File: config.mk
export PLATFORM = sky130hd
export DESIGN_NAME = wst_ctrl
export DESIGN_NICKNAME = d
export VERILOG_FILES = /design/src/sv/wst_pkg.sv /design/src/sv/wst_ctrl.sv
export VERILOG_INCLUDE_DIRS = /design/src /design/src/sv
export SDC_FILE = /design/constraint.sdc
export NUM_CORES = 1
export LEC_CHECK = 0
export BUFFER_PORTS_ARGS = -buffer_cell sky130_fd_sc_hd__buf_4
export CAP_MARGIN = 20
export CORE_MARGIN = 2
export CORE_UTILIZATION = 45
export CTS_CLUSTER_SIZE = 20
export DETAILED_ROUTE_END_ITERATION = 8
export PLACE_DENSITY = 0.67
export SLEW_MARGIN = 0
export SYNTH_ARGS = -nofsm -noshare
export SYNTH_HDL_FRONTEND = slang
export SYNTH_SLANG_ARGS = --single-unit
File: constraint.sdc
create_clock -name clock -period 2.3 [get_ports clock]
set_input_delay 0.23 -clock clock [delete_from_list [all_inputs] [get_ports clock]]
set_output_delay 0.23 -clock clock [all_outputs]
set_load 0.05 [all_outputs]
File: src/sv/welford_sigma_threshold_macros.svh
// ----------------------------------------------------------------------------
// Assertion macros for the sigma threshold block
// Concurrent checks clocked by clock and disabled during reset.
// ----------------------------------------------------------------------------
`ifndef WELFORD_SIGMA_THRESHOLD_MACROS_SVH
`define WELFORD_SIGMA_THRESHOLD_MACROS_SVH

// Same-cycle implication
`define WST_ASSERT_IMP(lbl, ante, cons, msg) \
   lbl: assert property (@(posedge clock) disable iff (reset) (ante) |-> (cons)) \
      else $error(msg);

// Next-cycle implication
`define WST_ASSERT_NEXT(lbl, ante, cons, msg) \
   lbl: assert property (@(posedge clock) disable iff (reset) (ante) |=> (cons)) \
      else $error(msg);

`endif

File: src/sv/wst_pkg.sv
// ----------------------------------------------------------------------------
// wst_pkg
// Types, widths and codes shared by the sigma threshold modules.
// ----------------------------------------------------------------------------
package wst_pkg;

   localparam int COUNT_BITS = 16;
   localparam int FRAC_BITS  = 8;
   localparam int Q_SHIFT    = 8;
   localparam int AXIS_W     = 16;
   localparam int SCALE_W    = 20;
   localparam int OUT_W      = 30;
   localparam int MEAN_W     = 40;
   localparam int SQ_W       = 64;
   localparam int ROOT_W     = 32;
   localparam int CSR_ADDR_W = 3;
   localparam int CSR_DATA_W = 20;

   localparam logic [OUT_W-1:0] MAX_OUT = '1;
   localparam logic [OUT_W-1:0] ONE_Q8  = OUT_W'(256);

   localparam logic [CSR_ADDR_W-1:0] CSR_SCALE    = 3'd0;
   localparam logic [CSR_ADDR_W-1:0] CSR_OFFSET_X = 3'd1;
   localparam logic [CSR_ADDR_W-1:0] CSR_OFFSET_Y = 3'd2;
   localparam logic [CSR_ADDR_W-1:0] CSR_OFFSET_Z = 3'd3;
   localparam logic [CSR_ADDR_W-1:0] CSR_SIGMA    = 3'd4;

   localparam logic [1:0] AXIS_X = 2'd0;
   localparam logic [1:0] AXIS_Y = 2'd1;
   localparam logic [1:0] AXIS_Z = 2'd2;

   localparam logic SQRT_SRC_MAG = 1'b0;
   localparam logic SQRT_SRC_STD = 1'b1;
   localparam logic DIV_SRC_MEAN = 1'b0;
   localparam logic DIV_SRC_VAR  = 1'b1;

   typedef struct packed {
      logic                     command;
      logic signed [AXIS_W-1:0] accel_x;
      logic signed [AXIS_W-1:0] accel_y;
      logic signed [AXIS_W-1:0] accel_z;
   } req_type;

   typedef struct packed {
      logic [OUT_W-1:0]      magnitude;
      logic [OUT_W-1:0]      running_mean;
      logic [OUT_W-1:0]      std_dev;
      logic [OUT_W-1:0]      alarm_threshold;
      logic [COUNT_BITS-1:0] sample_count;
      logic                  threshold_valid;
   } rsp_type;

   typedef struct packed {
      logic       capture;
      logic       clear_stats;
      logic       axis_mul;
      logic       axis_sq;
      logic [1:0] axis_sel;
      logic       sqrt_start;
      logic       sqrt_src;
      logic       mag_take;
      logic       delta;
      logic       div_start;
      logic       div_src;
      logic       mean_upd;
      logic       prod;
      logic       accum;
      logic       std_take;
      logic       thr_lo;
      logic       thr_hi;
      logic       thr_fin;
      logic       load_out;
   } cmd_type;

   typedef struct packed {
      logic cmd_clear;
      logic sqrt_done;
      logic div_done;
      logic count_gt1;
   } status_type;

endpackage

File: src/sv/wst_ctrl.sv
// ----------------------------------------------------------------------------
// wst_ctrl
// Sequencer for one request at a time and the result valid flag.
// ----------------------------------------------------------------------------
`include "welford_sigma_threshold_macros.svh"

module wst_ctrl (
   input  logic                 clock,
   input  logic                 reset,
   input  logic                 req_valid,
   output logic                 req_stall,
   output logic                 rsp_valid,
   input  logic                 rsp_stall,
   input  wst_pkg::status_type  status,
   output wst_pkg::cmd_type     cmd
);

   typedef enum logic [18:0] {
      S_IDLE  = 19'h00001,
      S_DISP  = 19'h00002,
      S_MUL   = 19'h00004,
      S_SQ    = 19'h00008,
      S_MAGS  = 19'h00010,
      S_MAGW  = 19'h00020,
      S_DELTA = 19'h00040,
      S_MDIVS = 19'h00080,
      S_MDIVW = 19'h00100,
      S_PROD  = 19'h00200,
      S_ACC   = 19'h00400,
      S_VDIVS = 19'h00800,
      S_VDIVW = 19'h01000,
      S_SSQS  = 19'h02000,
      S_SSQW  = 19'h04000,
      S_THRL  = 19'h08000,
      S_THRH  = 19'h10000,
      S_THRF  = 19'h20000,
      S_OUT   = 19'h40000
   } state_type;

   state_type  state_ff, state_in;
   logic [1:0] axis_ff, axis_in;
   logic       rsp_valid_ff, rsp_valid_in;
   logic       out_free;

   assign out_free  = !rsp_valid_ff || !rsp_stall;
   assign req_stall = (state_ff != S_IDLE);

   always_comb begin
      cmd          = '0;
      cmd.axis_sel = axis_ff;
      state_in     = state_ff;
      axis_in      = axis_ff;
      unique case (state_ff)
         S_IDLE: begin
            if (req_valid) begin
               cmd.capture = 1'b1;
               state_in    = S_DISP;
            end
         end
         S_DISP: begin
            if (status.cmd_clear) begin
               cmd.clear_stats = 1'b1;
               state_in        = S_OUT;
            end else begin
               axis_in  = wst_pkg::AXIS_X;
               state_in = S_MUL;
            end
         end
         S_MUL: begin
            cmd.axis_mul = 1'b1;
            state_in     = S_SQ;
         end
         S_SQ: begin
            cmd.axis_sq = 1'b1;
            if (axis_ff == wst_pkg::AXIS_Z) begin
               state_in = S_MAGS;
            end else begin
               axis_in  = axis_ff + 2'd1;
               state_in = S_MUL;
            end
         end
         S_MAGS: begin
            cmd.sqrt_start = 1'b1;
            cmd.sqrt_src   = wst_pkg::SQRT_SRC_MAG;
            state_in       = S_MAGW;
         end
         S_MAGW: begin
            if (status.sqrt_done) begin
               cmd.mag_take = 1'b1;
               state_in     = S_DELTA;
            end
         end
         S_DELTA: begin
            cmd.delta = 1'b1;
            state_in  = S_MDIVS;
         end
         S_MDIVS: begin
            cmd.div_start = 1'b1;
            cmd.div_src   = wst_pkg::DIV_SRC_MEAN;
            state_in      = S_MDIVW;
         end
         S_MDIVW: begin
            if (status.div_done) begin
               cmd.mean_upd = 1'b1;
               state_in     = S_PROD;
            end
         end
         S_PROD: begin
            cmd.prod = 1'b1;
            state_in = S_ACC;
         end
         S_ACC: begin
            cmd.accum = 1'b1;
            state_in  = status.count_gt1 ? S_VDIVS : S_OUT;
         end
         S_VDIVS: begin
            cmd.div_start = 1'b1;
            cmd.div_src   = wst_pkg::DIV_SRC_VAR;
            state_in      = S_VDIVW;
         end
         S_VDIVW: begin
            if (status.div_done) begin
               state_in = S_SSQS;
            end
         end
         S_SSQS: begin
            cmd.sqrt_start = 1'b1;
            cmd.sqrt_src   = wst_pkg::SQRT_SRC_STD;
            state_in       = S_SSQW;
         end
         S_SSQW: begin
            if (status.sqrt_done) begin
               cmd.std_take = 1'b1;
               state_in     = S_THRL;
            end
         end
         S_THRL: begin
            cmd.thr_lo = 1'b1;
            state_in   = S_THRH;
         end
         S_THRH: begin
            cmd.thr_hi = 1'b1;
            state_in   = S_THRF;
         end
         S_THRF: begin
            cmd.thr_fin = 1'b1;
            state_in    = S_OUT;
         end
         S_OUT: begin
            if (out_free) begin
               cmd.load_out = 1'b1;
               state_in     = S_IDLE;
            end
         end
         default: begin
            state_in = S_IDLE;
         end
      endcase
   end

   always_comb begin
      rsp_valid_in = rsp_valid_ff;
      if (cmd.load_out) begin
         rsp_valid_in = 1'b1;
      end else if (!rsp_stall) begin
         rsp_valid_in = 1'b0;
      end
   end

   always_ff @(posedge clock) begin
      if (reset) begin
         state_ff     <= S_IDLE;
         axis_ff      <= wst_pkg::AXIS_X;
         rsp_valid_ff <= 1'b0;
      end else begin
         state_ff     <= state_in;
         axis_ff      <= axis_in;
         rsp_valid_ff <= rsp_valid_in;
      end
   end

   assign rsp_valid = rsp_valid_ff;

   `WST_ASSERT_IMP(a_no_overwrite, rsp_valid_ff && rsp_stall, !cmd.load_out, "result overwritten while stalled")
   `WST_ASSERT_NEXT(a_load_shows, cmd.load_out, rsp_valid_ff, "loaded result not presented")
   `WST_ASSERT_IMP(a_sqrt_done_wait, status.sqrt_done, state_ff == S_MAGW || state_ff == S_SSQW, "root finished outside a wait state")
   `WST_ASSERT_IMP(a_div_done_wait, status.div_done, state_ff == S_MDIVW || state_ff == S_VDIVW, "quotient finished outside a wait state")

endmodule

==> impl_metrics.json <==
{
  "ant_nets": 0,
  "place.port_buffers": 29,
  "tritonroute_pass_1_iters": 4,
  "die_area_mm2": 0.00351,
  "max_cap_violations": 0,
  "postSynthRegisterBits": 22,
  "timing.hold.worst_endpoint": "state_ff[14]",
  "cts_inserted_buffers": 3,
  "post_layout_instance_area_mm2": 0.00224,
  "critical_path_cell_by_cell": "or4_4, buf_6, nor4_4, and4b_4, or2b_4, buf_8",
  "synth.distinct_cells": 42,
  "worstSkewPairLatency_ns": 0.30,
  "die-height_um": 59.3,
  "clock_tree.buffer_depth": 2,
  "fin_skew_ns": 0.00213,
  "timing.hold.ws_ns": 0.192,
  "layout.filler_cells": 201,
  "slew_at_the_pin_closest_to_its_max_slew_limit_ns": 0.507,
  "critical_path.top_delay_family": "simple AND/OR/NAND/NOR gates",
  "endpoint_kind": "output port",
  "ys_seq_area_frac": 0.321,
  "worst_hold_path_type": "in2reg",
  "hold_start": "reset",
  "critical_path_class": "reg2out",
  "wl_per_cell_um": 17.7,
  "synthesis.area_mm2": 0.00137,
  "timing.critical_path.arrival_ns": 2.28,
  "detail_route.drc_violations": 0,
  "finalCriticalPeriod_ns": 2.51,
  "place_hpwl_um": 2880,
  "power-per-cell-area_mw_per_mm2": 416,
  "outcome": "finished, violations left",
  "final-hold-violation-count": 0,
  "reg2regPathDepth": 9,
  "crit_fanout": 5,
  "routed_wl_um": 4580,
  "synthArstFlopShare": 0,
  "routed_via_density": 6.00,
  "grt_overflow_total": 0,
  "syn_area_per_cell_um2": 9.04,
  "grt_setup_unrepaired": "yes",
  "grt_first_pass_wirelength_um": 6660,
  "placement_rows": 20,
  "clock_tree_from_tritoncts": "done",
  "p_leak_uw": 0.000987,
  "initial_core_util": 0.461,
  "cp-start-kind": "flop",
  "r2r-end": "state_ff[0]",
  "worst_setup_hold_path_clk_slew_ns": 0.12,
  "grt_start_max_net_pins": 13,
  "worstReg2RegStart": "state_ff[5]",
  "layout.nets": 236,
  "stdcell_count": 258,
  "cts_root_buffer": "sky130_fd_sc_hd__clkbuf_4",
  "synth_nets": 161,
  "max_freq_ghz": 0.398,
  "boundaryPins": 30,
  "dpl_cell_area_mm2": 0.00177,
  "drt_iter0_drc": 93,
  "final_layout_size_suffix_gt1_frac": 0.591,
  "first_global_vias": 1425,
  "worst_path_largest_cell_delay_ns": 0.61,
  "synth-warning-count": 0,
  "ctsHoldBuffers": 0,
  "grt_antenna_before_repair": 0,
  "synth_edf_count": 0,
  "clock-sinks": 22,
  "die_width_um": 59.3,
  "synth_flop_cell": "sky130_fd_sc_hd__dfxtp_1",
  "r2r_slack_ns": -0.14,
  "whs_path_depth": 2,
  "globalplace.congestion": 0.870,
  "num_antenna_cells": 0,
  "crit_slowest_cell": "sky130_fd_sc_hd__or4_4",
  "areaGrowthSynthToFinish_pct": 63.3,
  "timing.critical_path.required_ns": 2.07,
  "post-route-util": 0.753,
  "post_synth_inst_count": 152,
  "drv_slew": 0,
  "h-tree-depth": 1,
  "period_share": 1.09,
  "vias": 1548,
  "overall_global_routing_resource_usage": 0.256,
  "setup_violations": 27,
  "fp.coreArea_mm2": 0.00298,
  "relSlewSlack": 0.657,
  "violations": "setup timing",
  "ir_drop_mv": 0.262,
  "place.detailed.instances": 225,
  "final_critical_path_setup_slack_ns": -0.214,
  "cp.buffers_inverters": 2,
  "p_total_uw": 933
}
worst max path at each step:
| stage | startpoint | to | cells past startpoint |
|---|---|---|---|
| 6_report | state_ff[5] | cmd[9] | 6 |
| 5_1_grt | state_ff[5] | cmd[9] | 6 |
| 4_1_cts | state_ff[4] | cmd[9] | 6 |
| 3_5_place_dp | state_ff[8] | state_ff[0] | 5 |
| 3_3_place_gp | state_ff[8] | state_ff[0] | 5 |
| 2_1_floorplan | state_ff[12] | state_ff[0] | 7 |
per-layer routing:
metal / track usage / wire (µm)
met5: 0 / 0
met4: 0.0909 / 100
met3: 0.0502 / 263
met2: 0.444 / 2420
met1: 0.310 / 1790
registers in the layout, summed over array words and instances, names as in the netlist:
signal and count:
state_ff 19, axis_ff 2, rsp_valid 1
metrics by stage:
stage	TNS, ns	setup slack [ns]
after floorplan	-0.144	-0.0852
after global placement	-0.0422	-0.0422
after detailed placement	-0.0765	-0.0765
after CTS	-1.93	-0.204
after global routing	-3.96	-0.279
final	-2.04	-0.214
placed cells by master (no fill, tap or decap), drive strengths merged:
cell type,instances
a211o,1
a211oi,1
a21oi,9
a311o,1
a31o,1
a32oi,1
and3,1
and4b,3
buf,77
clkbuf,3
dfxtp,22
ha,1
inv,12
nand2,4
nand2b,4
nand3,4
nand4,2
nand4b,10
nor2,26
nor3,5
nor3b,4
nor4,14
nor4b,2
o211ai,1
o21ai,4
or2,1
or2b,1
or3,3
or4,5
xor2,2
where the power goes:
group          internal [µW]  switching [µW]  leakage [µW]  total [µW]
logic                    168             199      0.000790         367
registers                387            5.26      0.000183         392
clock network           61.0             112     0.0000138         173
synth_stat cells (2+ instances only):
library cell / number / area share
sky130_fd_sc_hd__or4_4: 4 / 0.033
sky130_fd_sc_hd__nor4b_1: 2 / 0.013
sky130_fd_sc_hd__nand4b_2: 2 / 0.022
sky130_fd_sc_hd__nor4_4: 4 / 0.062
sky130_fd_sc_hd__nor2_1: 19 / 0.052
sky130_fd_sc_hd__nand3_1: 4 / 0.015
sky130_fd_sc_hd__a21oi_1: 8 / 0.029
sky130_fd_sc_hd__nand2_1: 4 / 0.011
sky130_fd_sc_hd__nor4_1: 8 / 0.036
sky130_fd_sc_hd__nand4_1: 2 / 0.0091
sky130_fd_sc_hd__buf_6: 3 / 0.025
sky130_fd_sc_hd__dfxtp_1: 22 / 0.32
sky130_fd_sc_hd__xor2_1: 2 / 0.013
sky130_fd_sc_hd__nor2_2: 7 / 0.032
sky130_fd_sc_hd__or3_1: 2 / 0.0091
sky130_fd_sc_hd__nor4_2: 2 / 0.018
sky130_fd_sc_hd__clkbuf_1: 2 / 0.0055
sky130_fd_sc_hd__nor3_1: 3 / 0.011
sky130_fd_sc_hd__nor3b_1: 4 / 0.022
sky130_fd_sc_hd__nand2b_1: 4 / 0.018
sky130_fd_sc_hd__and4b_1: 2 / 0.015
sky130_fd_sc_hd__nor3_2: 2 / 0.015
sky130_fd_sc_hd__o21ai_1: 4 / 0.015
sky130_fd_sc_hd__inv_1: 12 / 0.033
sky130_fd_sc_hd__nand4b_1: 7 / 0.045
logic make-up (layout without fill, tap and decap cells):
family / Yosys count / count (layout) / share of synthesized area
AO/OA/AOI/OAI: 19 / 19 / 0.0938
XOR/XNOR: 2 / 2 / 0.0128
adder cells (fa/ha/maj): 1 / 1 / 0.00911
buffers and inverters: 19 / 92 / 0.0719
flip-flops: 22 / 22 / 0.321
AND/OR/NAND/NOR: 89 / 89 / 0.492
timing repair:
action                                  4_1_cts  5_1_grt
endpoints found under the setup margin       19       34
buffers inserted                             21       10
pin swaps                                    15       19
resized for setup                            38       20
hold endpoints to repair                      0        0
gates cloned                                  0        0
area by class of cell:
cell class	count	area [µm²]	share of cell area
timing repair buffer	77	698	0.311
sequential	22	458	0.204
tap	33	41.3	0.0184
inverter	12	45.0	0.0201
multi-input combinational	111	978	0.436
clock buffer	3	22.5	0.0100
(Power assumes the default switching activity.)
